File: src/emg_naf_pkg.sv
`timescale 1ns / 1ps
`default_nettype none
// ----------------------------------------------------------------------------
// EMG normalise and activation filter package
// Shared widths, constants, FSM state and control structs.
// ----------------------------------------------------------------------------
package emg_naf_pkg;

   localparam int SAMPLE_W = 16;
   localparam int CHAN_W   = 4;
   localparam int TAU_W    = 20;
   localparam int RATE_W   = 17;
   localparam int MEGA     = 1000000;
   localparam int K_W      = 57;   // fs*ta*td
   localparam int TM_W     = 40;   // ta*1e6
   localparam int ACC_W    = 90;   // divider dividend / shifted divisor

   localparam logic [15:0] ONE_Q15 = 16'h8000;

   localparam logic [1:0] REG_TAU_ACT   = 2'd0;
   localparam logic [1:0] REG_TAU_DEACT = 2'd1;
   localparam logic [1:0] REG_RATE      = 2'd2;

   typedef enum logic [3:0] {
      ST_IDLE,
      ST_READ,
      ST_NORM,
      ST_MUL1,
      ST_MUL2,
      ST_SUM1,
      ST_SUM2,
      ST_DIV,
      ST_DONE
   } state_type;

   // coefficients derived from the configuration (zero taken as one)
   typedef struct packed {
      logic [K_W-1:0]   k;
      logic [TM_W-1:0]  tm;
      logic [TAU_W-1:0] ta;
      logic [TAU_W-1:0] td;
   } coef_type;

   typedef struct packed {
      logic bnd_we;
      logic act_we;
   } mem_ctl_type;

endpackage
`default_nettype wire

File: src/emg_naf_mem.sv
`timescale 1ns / 1ps
`default_nettype none
// ----------------------------------------------------------------------------
// EMG filter channel memories
// Bounds and activation stores, registered read, valid bits give reset zero.
// ----------------------------------------------------------------------------
module emg_naf_mem #(
   parameter int CHANNELS = 16,
   parameter int IDX_W    = 4
) (
   input  wire logic                      clock,
   input  wire logic                      reset,
   input  wire emg_naf_pkg::mem_ctl_type  ctl,
   input  wire logic [IDX_W-1:0]          wr_idx,
   input  wire logic [IDX_W-1:0]          rd_idx,
   input  wire logic [15:0]               wr_offset,
   input  wire logic [15:0]               wr_scale,
   input  wire logic [15:0]               wr_act,
   output logic      [15:0]               rd_offset,
   output logic      [15:0]               rd_scale,
   output logic      [15:0]               rd_act
);

   logic [31:0]         bnd_mem [CHANNELS];
   logic [15:0]         act_mem [CHANNELS];
   logic [CHANNELS-1:0] bnd_valid_ff, act_valid_ff;
   logic [31:0]         bnd_rd_ff;
   logic [15:0]         act_rd_ff;
   logic                bnd_ok_ff, act_ok_ff;

   always_ff @(posedge clock) begin
      if (ctl.bnd_we) bnd_mem[wr_idx] <= {wr_scale, wr_offset};
      if (ctl.act_we) act_mem[wr_idx] <= wr_act;
      bnd_rd_ff <= bnd_mem[rd_idx];
      act_rd_ff <= act_mem[rd_idx];
   end

   always_ff @(posedge clock) begin
      if (reset) begin
         bnd_valid_ff <= '0;
         act_valid_ff <= '0;
         bnd_ok_ff    <= 1'b0;
         act_ok_ff    <= 1'b0;
      end else begin
         if (ctl.bnd_we) bnd_valid_ff[wr_idx] <= 1'b1;
         if (ctl.act_we) act_valid_ff[wr_idx] <= 1'b1;
         bnd_ok_ff <= bnd_valid_ff[rd_idx];
         act_ok_ff <= act_valid_ff[rd_idx];
      end
   end

   assign rd_offset = bnd_ok_ff ? bnd_rd_ff[15:0]  : 16'd0;
   assign rd_scale  = bnd_ok_ff ? bnd_rd_ff[31:16] : 16'd0;
   assign rd_act    = act_ok_ff ? act_rd_ff        : 16'd0;

endmodule
`default_nettype wire

File: config.mk
export PLATFORM = sky130hd
export DESIGN_NAME = emg_naf_mem
export DESIGN_NICKNAME = d
export VERILOG_FILES = /design/src/emg_naf_pkg.sv /design/src/emg_naf_mem.sv
export SDC_FILE = /design/constraint.sdc
export NUM_CORES = 1
export LEC_CHECK = 0
export BUFFER_PORTS_ARGS = -buffer_cell sky130_fd_sc_hd__buf_2
export CORE_ASPECT_RATIO = 1.25
export CORE_UTILIZATION = 37
export CTS_CLUSTER_DIAMETER = 200
export CTS_CLUSTER_SIZE = 20
export DETAILED_ROUTE_END_ITERATION = 7
export HOLD_SLACK_MARGIN = 0.15
export SLEW_MARGIN = 20
export SYNTH_ARGS = -nofsm -noshare
export SYNTH_HDL_FRONTEND = slang
export SYNTH_SLANG_ARGS = --single-unit
File: constraint.sdc
create_clock -name clock -period 5.8 [get_ports clock]
set_input_delay 1.74 -clock clock [delete_from_list [all_inputs] [get_ports clock]]
set_output_delay 1.74 -clock clock [all_outputs]
set_load 0.05 [all_outputs]
# Yosys cells after proc, flatten, opt, wreduce, memory -nomap -nowiden
# Memories as Yosys holds them, arrays and structs flattened. A register that Yosys moved wholly into a read port is not among the register bits.
# Cells that the tools add are included.
[totals]
wordCells = 25
inputBits = 60
out_inout_bits = 48
ff_bits = 34
mem_count = 2
ram_bits = 768
[op_classes]
order_cmp = 3
n_bitwise = 2
mux = 13
reduce_logical = 1
[memory_table]
columns = ["name", "depth", "word_bits", "read_ports", "rd_clocked_by_memory_dff", "write_ports", "line", "text"]
rows = [
  ["bnd_mem", 16, 32, 1, 1, 1, "emg_naf_mem.sv:24", "logic [31:0] bnd_mem [CHANNELS];"],
  ["act_mem", 16, 16, 1, 1, 1, "emg_naf_mem.sv:25", "logic [15:0] act_mem [CHANNELS];"],
]
[ops]
columns = ["cell", "count"]
rows = [
  ["$mux 16", 3],
  ["$or 16x16->16", 2],
  ["$lt 4x5->1 const B", 2],
  ["$bmux 1 s4", 2],
  ["$mux 1", 7],
  ["$demux 1 s4", 1],
  ["$ge 4x1->1 const B", 1],
  ["$logic_and 1x1->1", 1],
]

# Depth between registers and ports, before layout
[depth]
ltp_word = 5
mapped_depth = 8
ltp_nobuf = 4

# Worst setup path before layout
# OpenSTA, ideal clock, no wires.
[synth_path]
path_kind = "in2reg"
startpoint = "input wr_idx[2]"
endpoint = "memory bnd_mem[0][0], enable pin"
arrival_ns = 4.508
n_path_buf = 0
setup_slack_ns = 0.829
path_stages = 2
setup_ns = 0.463
required_time_ns = 5.337
path_cell_list = "or3b_2 -> nor3_1"
[synth_lines]
columns = ["element", "line", "text"]
rows = [
  ["start, declared", "emg_naf_mem.sv:14", "input wire logic [IDX_W-1:0] wr_idx,"],
  ["end, declared", "emg_naf_mem.sv:24", ""],
]
# Straight into the memory's write port.

# Final worst setup path
[layout_path]
startpoint = "register bnd_ok_ff"
endpoint = "output rd_offset[2]"
[layout_via]
elab_chain_cells = 1
[layout_rtl]
columns = ["element", "line", "text"]
rows = [
  ["start, declared", "emg_naf_mem.sv:29", "logic bnd_ok_ff, act_ok_ff;"],
  ["start signal, assigned", "emg_naf_mem.sv:47", "bnd_ok_ff <= bnd_valid_ff[rd_idx];"],
  ["$mux 16", "emg_naf_mem.sv:52", "assign rd_offset = bnd_ok_ff ? bnd_rd_ff[15:0] : 16'd0;"],
  ["end, declared", "emg_naf_mem.sv:19", "output logic [15:0] rd_offset,"],
]
# Every way passes these cells.

==> out/results.tsv <==
stage	metric	value	unit
run_status	status	completed	
cts	TritonCTS clock tree	yes	
sta	Tcrit/Tclk final	64.4	%
synth	post-synthesis net count	1523	
critical_path	CP Capture Type	output pin	
layout	most frequent cells in the layout	edfxtp_1 (768), mux4_2 (192), buf_2 (105), a22oi_1 (100), dfxtp_1 (81)	
critical_path	crit path cell chain	and2_1 > buf_2	
layout	commonest non-fill, non-tap cell in the layout	edfxtp_1	
sta	RSZ-0062 raised after global routing	no	
routing	DR DRC count	0	
cts	Root Driver	clkbuf_16	
floorplanning	FP Rows	119	
sta	clk_skew	0.0255	ns
floorplanning	Initial Utilization	37.3	%
floorplanning	Die Ht	328	um
floorplanning	Core Area	84100	um2
critical_path	crit start category	flop	
worst_hold_path	HP Class	flop to flop	
critical_path	largest incremental delay on the critical path	0.85	ns
routing	DR WL/cell	25.2	um
global_route	antenna violations before repair	4	
synth	Cells after Synth	1463	
power	pwr dens	315	nW/um2
synth	Compound-Gate Fraction of Synth Area	2.42	%
global_route	largest net degree at the start of global routing	84	
cts	CTS resizes	0	
cts	Post-CTS Setup Inserts	0	
critical_path	Max FO, Critical Path	32	
placed_design	I/O Buffers	107	
cts	clock latency on the worst-skew pair	0.62	ns
layout	share of cells above drive strength 1	26.9	%
synth	post-synthesis sequential area ratio	78.7	%
synth	Yosys reg bits	850	
sta	fmax	0.268	GHz
cts	Clock Tree Buf Depth	3	
floorplanning	die area	86000	um2
synth	Netlist cell types	22	
synth	Ys Warns	0	
layout	Area Overhead vs Synth	11.5	%
layout	final core utilization	41.6	%
synth	adder-cell share of the synthesized area	0	%
critical_path	CP arrival	2.00	ns
power	leakage	11.1	nW
synth	mux cell area share after synthesis	14.3	%
routing	TritonRoute pass-1 iters	5	
global_route	vias in the first global route	15400	
layout	FILL cells	7265	
critical_path	Setup CP Type	flop to output pin	
cts	hold bufs inserted after CTS	0	
global_route	global-route wire length before repair	103000	um
sta	Worst-Margin Slew	1.01	ns
cts	H-tree level count	2	
run	maxcap violations	0	
routing	post-route ant nets	0	
global_route	total grt overflow	0	
cts	number of CTS-inserted buffers	48	
layout	Layout Cells excl Fill	2720	
routing	DR vias/cell	5.33	
cts	Sink Count	850	
layout	number of nets in the layout	1652	
sta	Hold Fails Final Rpt	0	
routing	iteration-0 DRC count of the detailed router	1342	
global_route	total track usage	16.1	%
routing	WL final	68500	um
sta	Slew HR	32.8	%
synth	mapped cell area	31400	um2
critical_path	slowest stage cell, crit path	dfxtp_2	
floorplanning	Die Width	262	um
critical_path	Worst EP required	4.06	ns
floorplanning	I/O pin cnt	108	
synth	XOR/XNOR Fraction of Synth Area	0	%
synth	average size of a mapped cell	21.5	um2
placed_design	DP Wirelength	39100	um
power	VDD IR max	0.220	mV
sta	Final Max Slew Viols	0	
routing	vias	14500	
sta	Final setup viols	0	
placed_design	Placer Congestion	0.727	
synth	Simple-Gate Fraction of Synth Area	3.33	%
sta	Setup TNS Final	0	ns
sta	fin crit period	3.74	ns
cts	Clock transition at path regs	0.08	ns
placed_design	placed insts	2631	
synth	largest family of logic cells by synthesized area	multiplexers	
-- worst max-delay path: cells and delay by family, from the launching register on --
kind	cells	cell delay (ns)
DFF	1	0.85
and+or+nand+nor	1	0.26
buffers and inverters	1	0.27
-- registers in the layout (all words and copies together), names as in the netlist --
| signal | count |
|---|---|
| bnd_ok_ff | 1 |
| act_valid_ff | 16 |
| act_rd_ff | 16 |
| act_ok_ff | 1 |
| bnd_valid_ff | 16 |
| bnd_mem | 512 |
| bnd_rd_ff | 32 |
| act_mem | 256 |
-- metal layers --
| metal | vias up | GRT usage, % | routed length [um] |
|---|---|---|---|
| li1 | 6238 | - | - |
| met1 | 7794 | 21.5 | 28900 |
| met2 | 378 | 27.6 | 34900 |
| met3 | 75 | 2.93 | 3640 |
| met4 | 6 | 3.40 | 1040 |
| met5 | - | 0 | 34 |
-- final timing paths --
kind	from	end	slack, ns	cells past startpoint
max	bnd_ok_ff	rd_offset[2]	2.06	2
min	act_valid_ff[11]	act_valid_ff[11]	0.47	2
max reg2reg	bnd_mem[11][23]	bnd_rd_ff[23]	4.30	3
min reg2reg	act_valid_ff[11]	act_valid_ff[11]	0.47	2
-- cells by family (layout without fill, tap and decap cells) --
group / Yosys count / in the layout
flops: 850 / 850
simple gates: 225 / 225
mux: 208 / 208
compound gates: 102 / 102
buf+inv: 78 / 245
other cells: 0 / 1
-- cell type report --
cell class                 instances  area (um2)  share of cell area, %
sequential                       850       24700                   70.6
multi-input combinational        535        6470                   18.5
tap                             1089        1360                   3.89
clock buffer                      86        1340                   3.84
timing repair buffer             157        1060                   3.03
clock inverter                     2        41.3                  0.118
antenna                            1        2.50                0.00715
-- per-stage QoR --
stage | setup WS [ns] | power, mW | hold WS (ns) | instance area [um2]
6_report | 2.06 | 11.0 | 0.471 | 35000
5_1_grt | 1.87 | 11.4 | 0.492 | 35000
4_1_cts | 1.90 | 11.1 | 0.478 | 35000
3_5_place_dp | 1.84 | 7.67 | 0.458 | 33600
3_3_place_gp | 1.74 | 7.65 | 0.449 | 33500
2_1_floorplan | 0.829 | 7.40 | 0.440 | 31400
-- where the power goes --
part	internal (mW)	switching (mW)	leakage (nW)	total, mW
Combinational	0.240	0.405	2.86	0.645
Clock	1.59	1.91	0.654	3.50
Sequential	6.82	0.0473	7.62	6.87
Total	8.65	2.37	11.1	11.0
-- synth_stat cells, drive strengths merged --
master | n | share of area (%)
nor2b | 4 | 0.080
nand3 | 6 | 0.096
edfxtp | 768 | 73
clkbuf | 46 | 0.55
mux4 | 192 | 14
nand4 | 2 | 0.040
nand2b | 4 | 0.080
mux2i | 16 | 0.51
nand3b | 4 | 0.096
or3b | 2 | 0.056
buf | 32 | 0.69
nor3 | 8 | 0.13
nor2 | 90 | 1.1
dfxtp | 82 | 5.2
nand4b | 2 | 0.056
and2 | 49 | 0.98
a22oi | 100 | 2.4
nand2 | 54 | 0.65
a21oi | 2 | 0.032
Power figures use the tool's default switching activity.
