## src/emg_naf_pkg.sv

```systemverilog
`timescale 1ns / 1ps
`default_nettype none
// ----------------------------------------------------------------------------
// EMG normalise and activation filter package
// Shared widths, constants, FSM state and control structs.
// ----------------------------------------------------------------------------
package emg_naf_pkg;

   localparam int SAMPLE_W = 16;
   localparam int CHAN_W   = 4;
   localparam int TAU_W    = 20;
   localparam int RATE_W   = 17;
   localparam int MEGA     = 1000000;
   localparam int K_W      = 57;   // fs*ta*td
   localparam int TM_W     = 40;   // ta*1e6
   localparam int ACC_W    = 90;   // divider dividend / shifted divisor

   localparam logic [15:0] ONE_Q15 = 16'h8000;

   localparam logic [1:0] REG_TAU_ACT   = 2'd0;
   localparam logic [1:0] REG_TAU_DEACT = 2'd1;
   localparam logic [1:0] REG_RATE      = 2'd2;

   typedef enum logic [3:0] {
      ST_IDLE,
      ST_READ,
      ST_NORM,
      ST_MUL1,
      ST_MUL2,
      ST_SUM1,
      ST_SUM2,
      ST_DIV,
      ST_DONE
   } state_type;

   // coefficients derived from the configuration (zero taken as one)
   typedef struct packed {
      logic [K_W-1:0]   k;
      logic [TM_W-1:0]  tm;
      logic [TAU_W-1:0] ta;
      logic [TAU_W-1:0] td;
   } coef_type;

   typedef struct packed {
      logic bnd_we;
      logic act_we;
   } mem_ctl_type;

endpackage
`default_nettype wire

```

## src/emg_naf_csr.sv

```systemverilog
`timescale 1ns / 1ps
`default_nettype none
// ----------------------------------------------------------------------------
// EMG filter configuration registers
// APB registers and a short product pipeline for the filter coefficients.
// ----------------------------------------------------------------------------
module emg_naf_csr (
   input  wire logic                  clock,
   input  wire logic                  reset,
   input  wire logic                  csr_psel,
   input  wire logic                  csr_penable,
   input  wire logic                  csr_pwrite,
   input  wire logic [3:0]            csr_paddr,
   input  wire logic [31:0]           csr_pwdata,
   output logic      [31:0]           csr_prdata,
   output logic                       csr_pready,
   output emg_naf_pkg::coef_type      coef
);

   logic [emg_naf_pkg::TAU_W-1:0]  ta_ff, td_ff;
   logic [emg_naf_pkg::RATE_W-1:0] fs_ff;
   logic [emg_naf_pkg::TAU_W-1:0]  ta_nz, td_nz;
   logic [emg_naf_pkg::RATE_W-1:0] fs_nz;
   logic [36:0]                    m1_ff, m1_in;
   logic [emg_naf_pkg::TM_W-1:0]   tm_ff, tm_in;
   logic [emg_naf_pkg::K_W-1:0]    k_ff, k_in;
   logic                           wr_en;

   assign csr_pready = 1'b1;
   assign wr_en = csr_psel & csr_penable & csr_pwrite;

   always_ff @(posedge clock) begin
      if (reset) begin
         ta_ff <= 20'd10000;
         td_ff <= 20'd40000;
         fs_ff <= 17'd1000;
      end else if (wr_en) begin
         case (csr_paddr[3:2])
            emg_naf_pkg::REG_TAU_ACT:   ta_ff <= csr_pwdata[19:0];
            emg_naf_pkg::REG_TAU_DEACT: td_ff <= csr_pwdata[19:0];
            emg_naf_pkg::REG_RATE:      fs_ff <= csr_pwdata[16:0];
            default: ;
         endcase
      end
   end

   always_comb begin
      case (csr_paddr[3:2])
         emg_naf_pkg::REG_TAU_ACT:   csr_prdata = {12'd0, ta_ff};
         emg_naf_pkg::REG_TAU_DEACT: csr_prdata = {12'd0, td_ff};
         emg_naf_pkg::REG_RATE:      csr_prdata = {15'd0, fs_ff};
         default:                    csr_prdata = 32'd0;
      endcase
   end

   assign ta_nz = (ta_ff == '0) ? 20'd1 : ta_ff;
   assign td_nz = (td_ff == '0) ? 20'd1 : td_ff;
   assign fs_nz = (fs_ff == '0) ? 17'd1 : fs_ff;

   // two-stage products; settled long before the divider needs them
   assign m1_in = 37'(ta_nz) * 37'(fs_nz);
   assign tm_in = 40'(ta_nz) * 40'(emg_naf_pkg::MEGA);
   assign k_in  = 57'(m1_ff) * 57'(td_nz);

   always_ff @(posedge clock) begin
      m1_ff <= m1_in;
      tm_ff <= tm_in;
      k_ff  <= k_in;
   end

   assign coef.k  = k_ff;
   assign coef.tm = tm_ff;
   assign coef.ta = ta_nz;
   assign coef.td = td_nz;

endmodule
`default_nettype wire

```

## config.mk

```make
export PLATFORM = sky130hd
export DESIGN_NAME = emg_naf_csr
export DESIGN_NICKNAME = d
export VERILOG_FILES = /design/src/emg_naf_pkg.sv /design/src/emg_naf_csr.sv
export SDC_FILE = /design/constraint.sdc
export NUM_CORES = 2
export LEC_CHECK = 0
export ABC_AREA = 1
export BUFFER_PORTS_ARGS = -buffer_cell sky130_fd_sc_hd__buf_2
export CELL_PAD_IN_SITES_DETAIL_PLACEMENT = 1
export CELL_PAD_IN_SITES_GLOBAL_PLACEMENT = 1
export CORE_ASPECT_RATIO = 0.6
export CORE_UTILIZATION = 30
export CTS_BUF_LIST = sky130_fd_sc_hd__clkbuf_8
export CTS_CLUSTER_SIZE = 25
export DETAILED_ROUTE_END_ITERATION = 8
export PLACE_DENSITY = 0.66
export SYNTH_ARGS = -nofsm -noshare
export SYNTH_HDL_FRONTEND = slang
export SYNTH_SLANG_ARGS = --single-unit
```

## constraint.sdc

```tcl
create_clock -name clock -period 8.3 [get_ports clock]
set_input_delay 1.66 -clock clock [delete_from_list [all_inputs] [get_ports clock]]
set_output_delay 1.66 -clock clock [all_outputs]
set_load 0.05 [all_outputs]
```

# [After elaboration in Yosys (flattened, before gate mapping)]
# Index checks and enable logic that the tools add are counted.
[classes] n_mul=3 n_eq_ne=2 muxes=4 bitwise_logic=2 reduce_logical=7
[ops] operator="$pmux 20 s3" count=1
[ops] operator="$mul 37x20->57" count=1
[ops] operator="$logic_not 20->1" count=2
[ops] operator="$mux 20" count=2
[ops] operator="$mul 20x17->37" count=1
[ops] operator="$mul 20x14->34 const B" count=1
[ops] operator="$logic_not 17->1" count=1
[ops] operator="$mux 17" count=1
[ops] operator="$reduce_and 2->1" count=3
[ops] operator="$and 1x1->1" count=2
[ops] operator="$eq 2x1->1 const B" count=1
[ops] operator="$eq 2x2->1 const B" count=1
[ops] operator="$logic_not 2->1" count=1
[totals] ff_bits=185 input_bits=41 out_inout_bits=170

# [Logic depth before layout (Yosys ltp)]
[logic_depth] word_depth=3 mapped_depth=32 ltp_nobuf=31

# [Worst setup path after synthesis]
# OpenSTA, ideal clock, no wires.
[synth_timing] path_type="register -> register" startpoint="register td_ff[5] in the netlist's numbering" endpoint="register k_ff[46] in the netlist's numbering" setup_ns=0.113 t_arrival_ns=5.840 path_slack_ns=2.348 path_stages_with_launch=26 cell_sequence="dfxtp_1 -> clkbuf_1 -> clkbuf_1 -> nand2_1 -> fa_1 -> inv_1 -> fa_1 -> inv_1 -> fa_1 -> inv_1 -> fa_1 -> fa_1 -> fa_1 -> inv_1 -> fa_1 -> inv_1 -> ha_1 -> nand2_1 -> nor2_1 -> inv_1 -> nor2_1 -> nand3_1 -> nor2_1 -> nand2_1 -> nand4_1 -> nand2_1"
[synth_via] elab_chain_len=3
[synth_lines] item="from (decl)" line_no="emg_naf_csr.sv:20" source="logic [emg_naf_pkg::TAU_W-1:0] ta_ff, td_ff;"
[synth_lines] item="from (signal assigned)" line_no="emg_naf_csr.sv:40" source="emg_naf_pkg::REG_TAU_DEACT: td_ff <= csr_pwdata[19:0];"
[synth_lines] item="$logic_not 20->1" line_no="emg_naf_csr.sv:57" source="assign td_nz = (td_ff == '0) ? 20'd1 : td_ff;"
[synth_lines] item="$mux 20 *" line_no="emg_naf_csr.sv:57"
[synth_lines] item="$mul 37x20->57 *" line_no="emg_naf_csr.sv:63" source="assign k_in = 57'(m1_ff) * 57'(td_nz);"
[synth_lines] item="net k_in, one bit" line_no="emg_naf_csr.sv:26" source="logic [emg_naf_pkg::K_W-1:0] k_ff, k_in;"
[synth_lines] item="to (signal assigned)" line_no="emg_naf_csr.sv:68" source="k_ff <= k_in;"
[synth_lines] item="to (decl)" line_no="emg_naf_csr.sv:26"
# The timed path passes the listed nets; every way through them passes the cells marked *.
# A chain may end at the register's enable or synchronous reset.

# [Worst setup path after layout]
[layout_timing] startpoint="register ta_ff[18] in the netlist's numbering" endpoint="register m1_ff[23]"
[layout_via] elab_chain_len=3
[layout_lines] item="from (decl)" line_no="emg_naf_csr.sv:20"
[layout_lines] item="from (signal assigned)" line_no="emg_naf_csr.sv:39" source="emg_naf_pkg::REG_TAU_ACT: ta_ff <= csr_pwdata[19:0];"
[layout_lines] item="$logic_not 20->1" line_no="emg_naf_csr.sv:56" source="assign ta_nz = (ta_ff == '0) ? 20'd1 : ta_ff;"
[layout_lines] item="$mux 20 *" line_no="emg_naf_csr.sv:56"
[layout_lines] item="$mul 20x17->37 *" line_no="emg_naf_csr.sv:61" source="assign m1_in = 37'(ta_nz) * 37'(fs_nz);"
[layout_lines] item="net m1_in[23]" line_no="emg_naf_csr.sv:24" source="logic [36:0] m1_ff, m1_in;"
[layout_lines] item="to (signal assigned)" line_no="emg_naf_csr.sv:66" source="m1_ff <= m1_in;"
[layout_lines] item="to (decl)" line_no="emg_naf_csr.sv:24"
# Marked as above.

==> flow_summary.toml <==
[drt]
remaining_drc_errors = 0
routedWlPerCell_um = 19.7
drtIter0Drc = 2630
first_pass_iters = 5
drtAntennaViolNets = 0
avgViaCountPerCell = 4.64
vias = 39043
totalWireLength_um = 166000

[critical_path]
critical_path.most_common_cell = "fa_1"
cp_cell_sequence = "inv_1 > ha_1 > nand4_1 > inv_1 > nand3b_4 > nand2_4 > inv_2 > buf_4 > nand2_1 > fa_1 > inv_1 > fa_1 > inv_1 > fa_1 > fa_1 > fa_1 > inv_1 > fa_1 > ha_1 > nand2_1 > nor3_1 > nand4_1 > nand3_1 > xor2_1"
crit_required_ns = 8.85
worst_path_max_delay_cell = "fa_1"
path_buf_inv = 7
worstSetupPathType = "register to register"
crit_arrival_ns = 7.81
cpPeakStageDelay_ns = 0.54
cp_top_family = "adder cells"
path_max_fanout = 13
crit_path_start_kind = "register"
end_kind = "register"

[floorplan]
die_w_um = 514
dieArea_mm2 = 0.159
io_pins = 211
die_h_um = 309
initial_core_util = 0.303
core_mm2 = 0.156
num_rows = 112

[global_route]
grt_first_pass_wirelength_um = 260000
grt_max_degree = 58
grt_usage = 0.217
grt-ovfl-total = 0
antenna_found_initial = 3
grt_pass1_vias = 42822

[finish]
nFillCells = 19178
final_core_util = 0.325
multi_input_area_mm2 = 0.0354
fin_nets = 7696
stdcell_count = 8414
regArea_mm2 = 0.00373
area_delta_synth_final_pct = 7.41
drive_gt1_frac = 0.0555

[synthesis]
synth_cells = 6282
syn_area_per_cell_um2 = 7.52
yosys_warnings = 0
ys_types = 40
ys_ff_latch = 185
synth_area_mm2 = 0.0473
seq_area_frac_synth = 0.0784

[timing]
tightest_slew_ns = 1.22
maxSlewViolCount = 0
slew_headroom = 0.189
fmax_mhz = 138
totalNegativeSetupSlack_ns = 0
fin_ws_ns = 1.05
post-route-period-util = 0.874
grt_setup_unrepaired = "false"
hold_viol_final = 0
setup_viol_count_final = 0
skew_ns = 0.0320
min_period_ns = 7.25

[place]
gp_congestion = 0.922
portBuffers = 177
dp_cells = 8380
pre_cts_slack_ns = 1.29
hpwlAfterDp_um = 139000

[clock_network]
clockBufferDepth = 2
cts_resized = 0
cts_setup_buffers = 0
insertion_delay_ns = 0.66
cts.sinks = 185
tritoncts = "yes"
cts_buffers = 17
path_clk_slew_ns = 0.13
cts_hold_buf = 0
h-tree-depth = 4
root_buffer = "clkbuf_8"

[run]
maxCapViolCount = 0

[status]
outcome = "complete, no violations"

[worst_hold_path]
hold_class = "register to register"
## per-stage QoR
stage               area [um^2]  hold WS (ns)
finish                    50800         0.540
detailed placement        50400         0.520
global placement          50400         0.513
floorplan                 47300         0.464
global route              50800         0.570
CTS                       50800         0.541
## sequential cells by signal (all words and copies together) (netlist names)
name,count
k_ff,57
m1_ff,37
tm_ff,34
ta_ff,20
td_ff,20
fs_ff,17
## tightest hold or removal path, delay by kind of cell, from the launching register on
family                 cells  cell delay (ns)
flip-flops                 1             0.33
buffers and inverters      1             0.10
AO/OA/AOI/OAI              1             0.07
## routing by layer
layer / track usage / vias up / routed length [um]
met5: 0 / - / 0
met4: 0.0368 / 0 / 1940
met3: 0.0381 / 113 / 12100
met2: 0.321 / 1105 / 68500
met1: 0.329 / 20114 / 83600
li1: - / 17711 / -
## cell families (layout without fill, tap and decap cells)
logic type / Yosys count / in the layout / share of synthesized area
adder cells (fa/ha/maj): 1365 / 1365 / 0.515
buffers and inverters: 2138 / 2142 / 0.173
flip-flops: 185 / 185 / 0.0784
XOR/XNOR: 78 / 78 / 0.0145
other: 2 / 21 / 0.000159
AO/OA/AOI/OAI: 265 / 265 / 0.0312
AND/OR/NAND/NOR: 2249 / 2249 / 0.187
## synth_stat cells
library cell	count	share of area
buf_2	13	0.0014
inv_1	1831	0.15
conb_1	2	0.00016
nand2_2	1	0.00013
dfxtp_1	185	0.078
nand2_1	1775	0.14
buf_1	34	0.0027
nand3_1	112	0.012
o22ai_1	1	0.00013
ha_1	396	0.10
a21o_1	8	0.0013
and3_1	2	0.00026
nor3_1	29	0.0031
buf_6	7	0.0017
or2_2	2	0.00026
nor4_4	1	0.00045
nand4_2	1	0.00026
nor2_1	261	0.021
xor2_1	62	0.011
o21ai_0	82	0.0087
buf_4	23	0.0037
nand2_4	3	0.00071
o21a_1	4	0.00064
a21boi_0	1	0.00016
nand3b_4	1	0.00042
clkbuf_1	219	0.017
nor4_1	8	0.0011
fa_1	969	0.41
o211ai_1	17	0.0027
and2_1	7	0.00093
or2_1	1	0.00013
o221ai_1	15	0.0028
xnor2_1	16	0.0030
o21bai_1	6	0.00095
a21oi_1	131	0.014
nand2b_1	1	0.00013
inv_2	11	0.00087
nand4_1	27	0.0036
nor2_2	12	0.0016
nand3b_1	5	0.00079
## layout make-up
cell class	instances	area share
flip-flops and latches	185	0.0734
clock inverters	15	0.00313
inverters	1842	0.136
multi-input cells	3976	0.698
well taps	2109	0.0520
clock buffers	17	0.00461
diodes	2	0.0000986
repair buffers	268	0.0324
## placed cells by master, fill, tap and decap left out, types with 82 or more instances in the layout
cell     synthesis  routed
ha_1           396     396
buf_4           23      85
nand3_1        112     112
a21oi_1        131     131
o21ai_0         82      82
fa_1           969     969
nand2_1       1775    1775
nor2_1         261     261
buf_2           13     177
dfxtp_1        185     166
inv_1         1831    1832
## final timing paths
path | start | end | slack, ns | cells after the start
setup / recovery | ta_ff[18] | m1_ff[23] | 1.05 | 24
hold / removal | td_ff[0] | td_ff[0] | 0.54 | 2
setup reg to reg | ta_ff[18] | m1_ff[23] | 1.05 | 24
hold reg to reg | td_ff[0] | td_ff[0] | 0.54 | 2
Power is not shown: default switching activity piles up to over one toggle a cycle in this logic, so the estimate is an artifact.
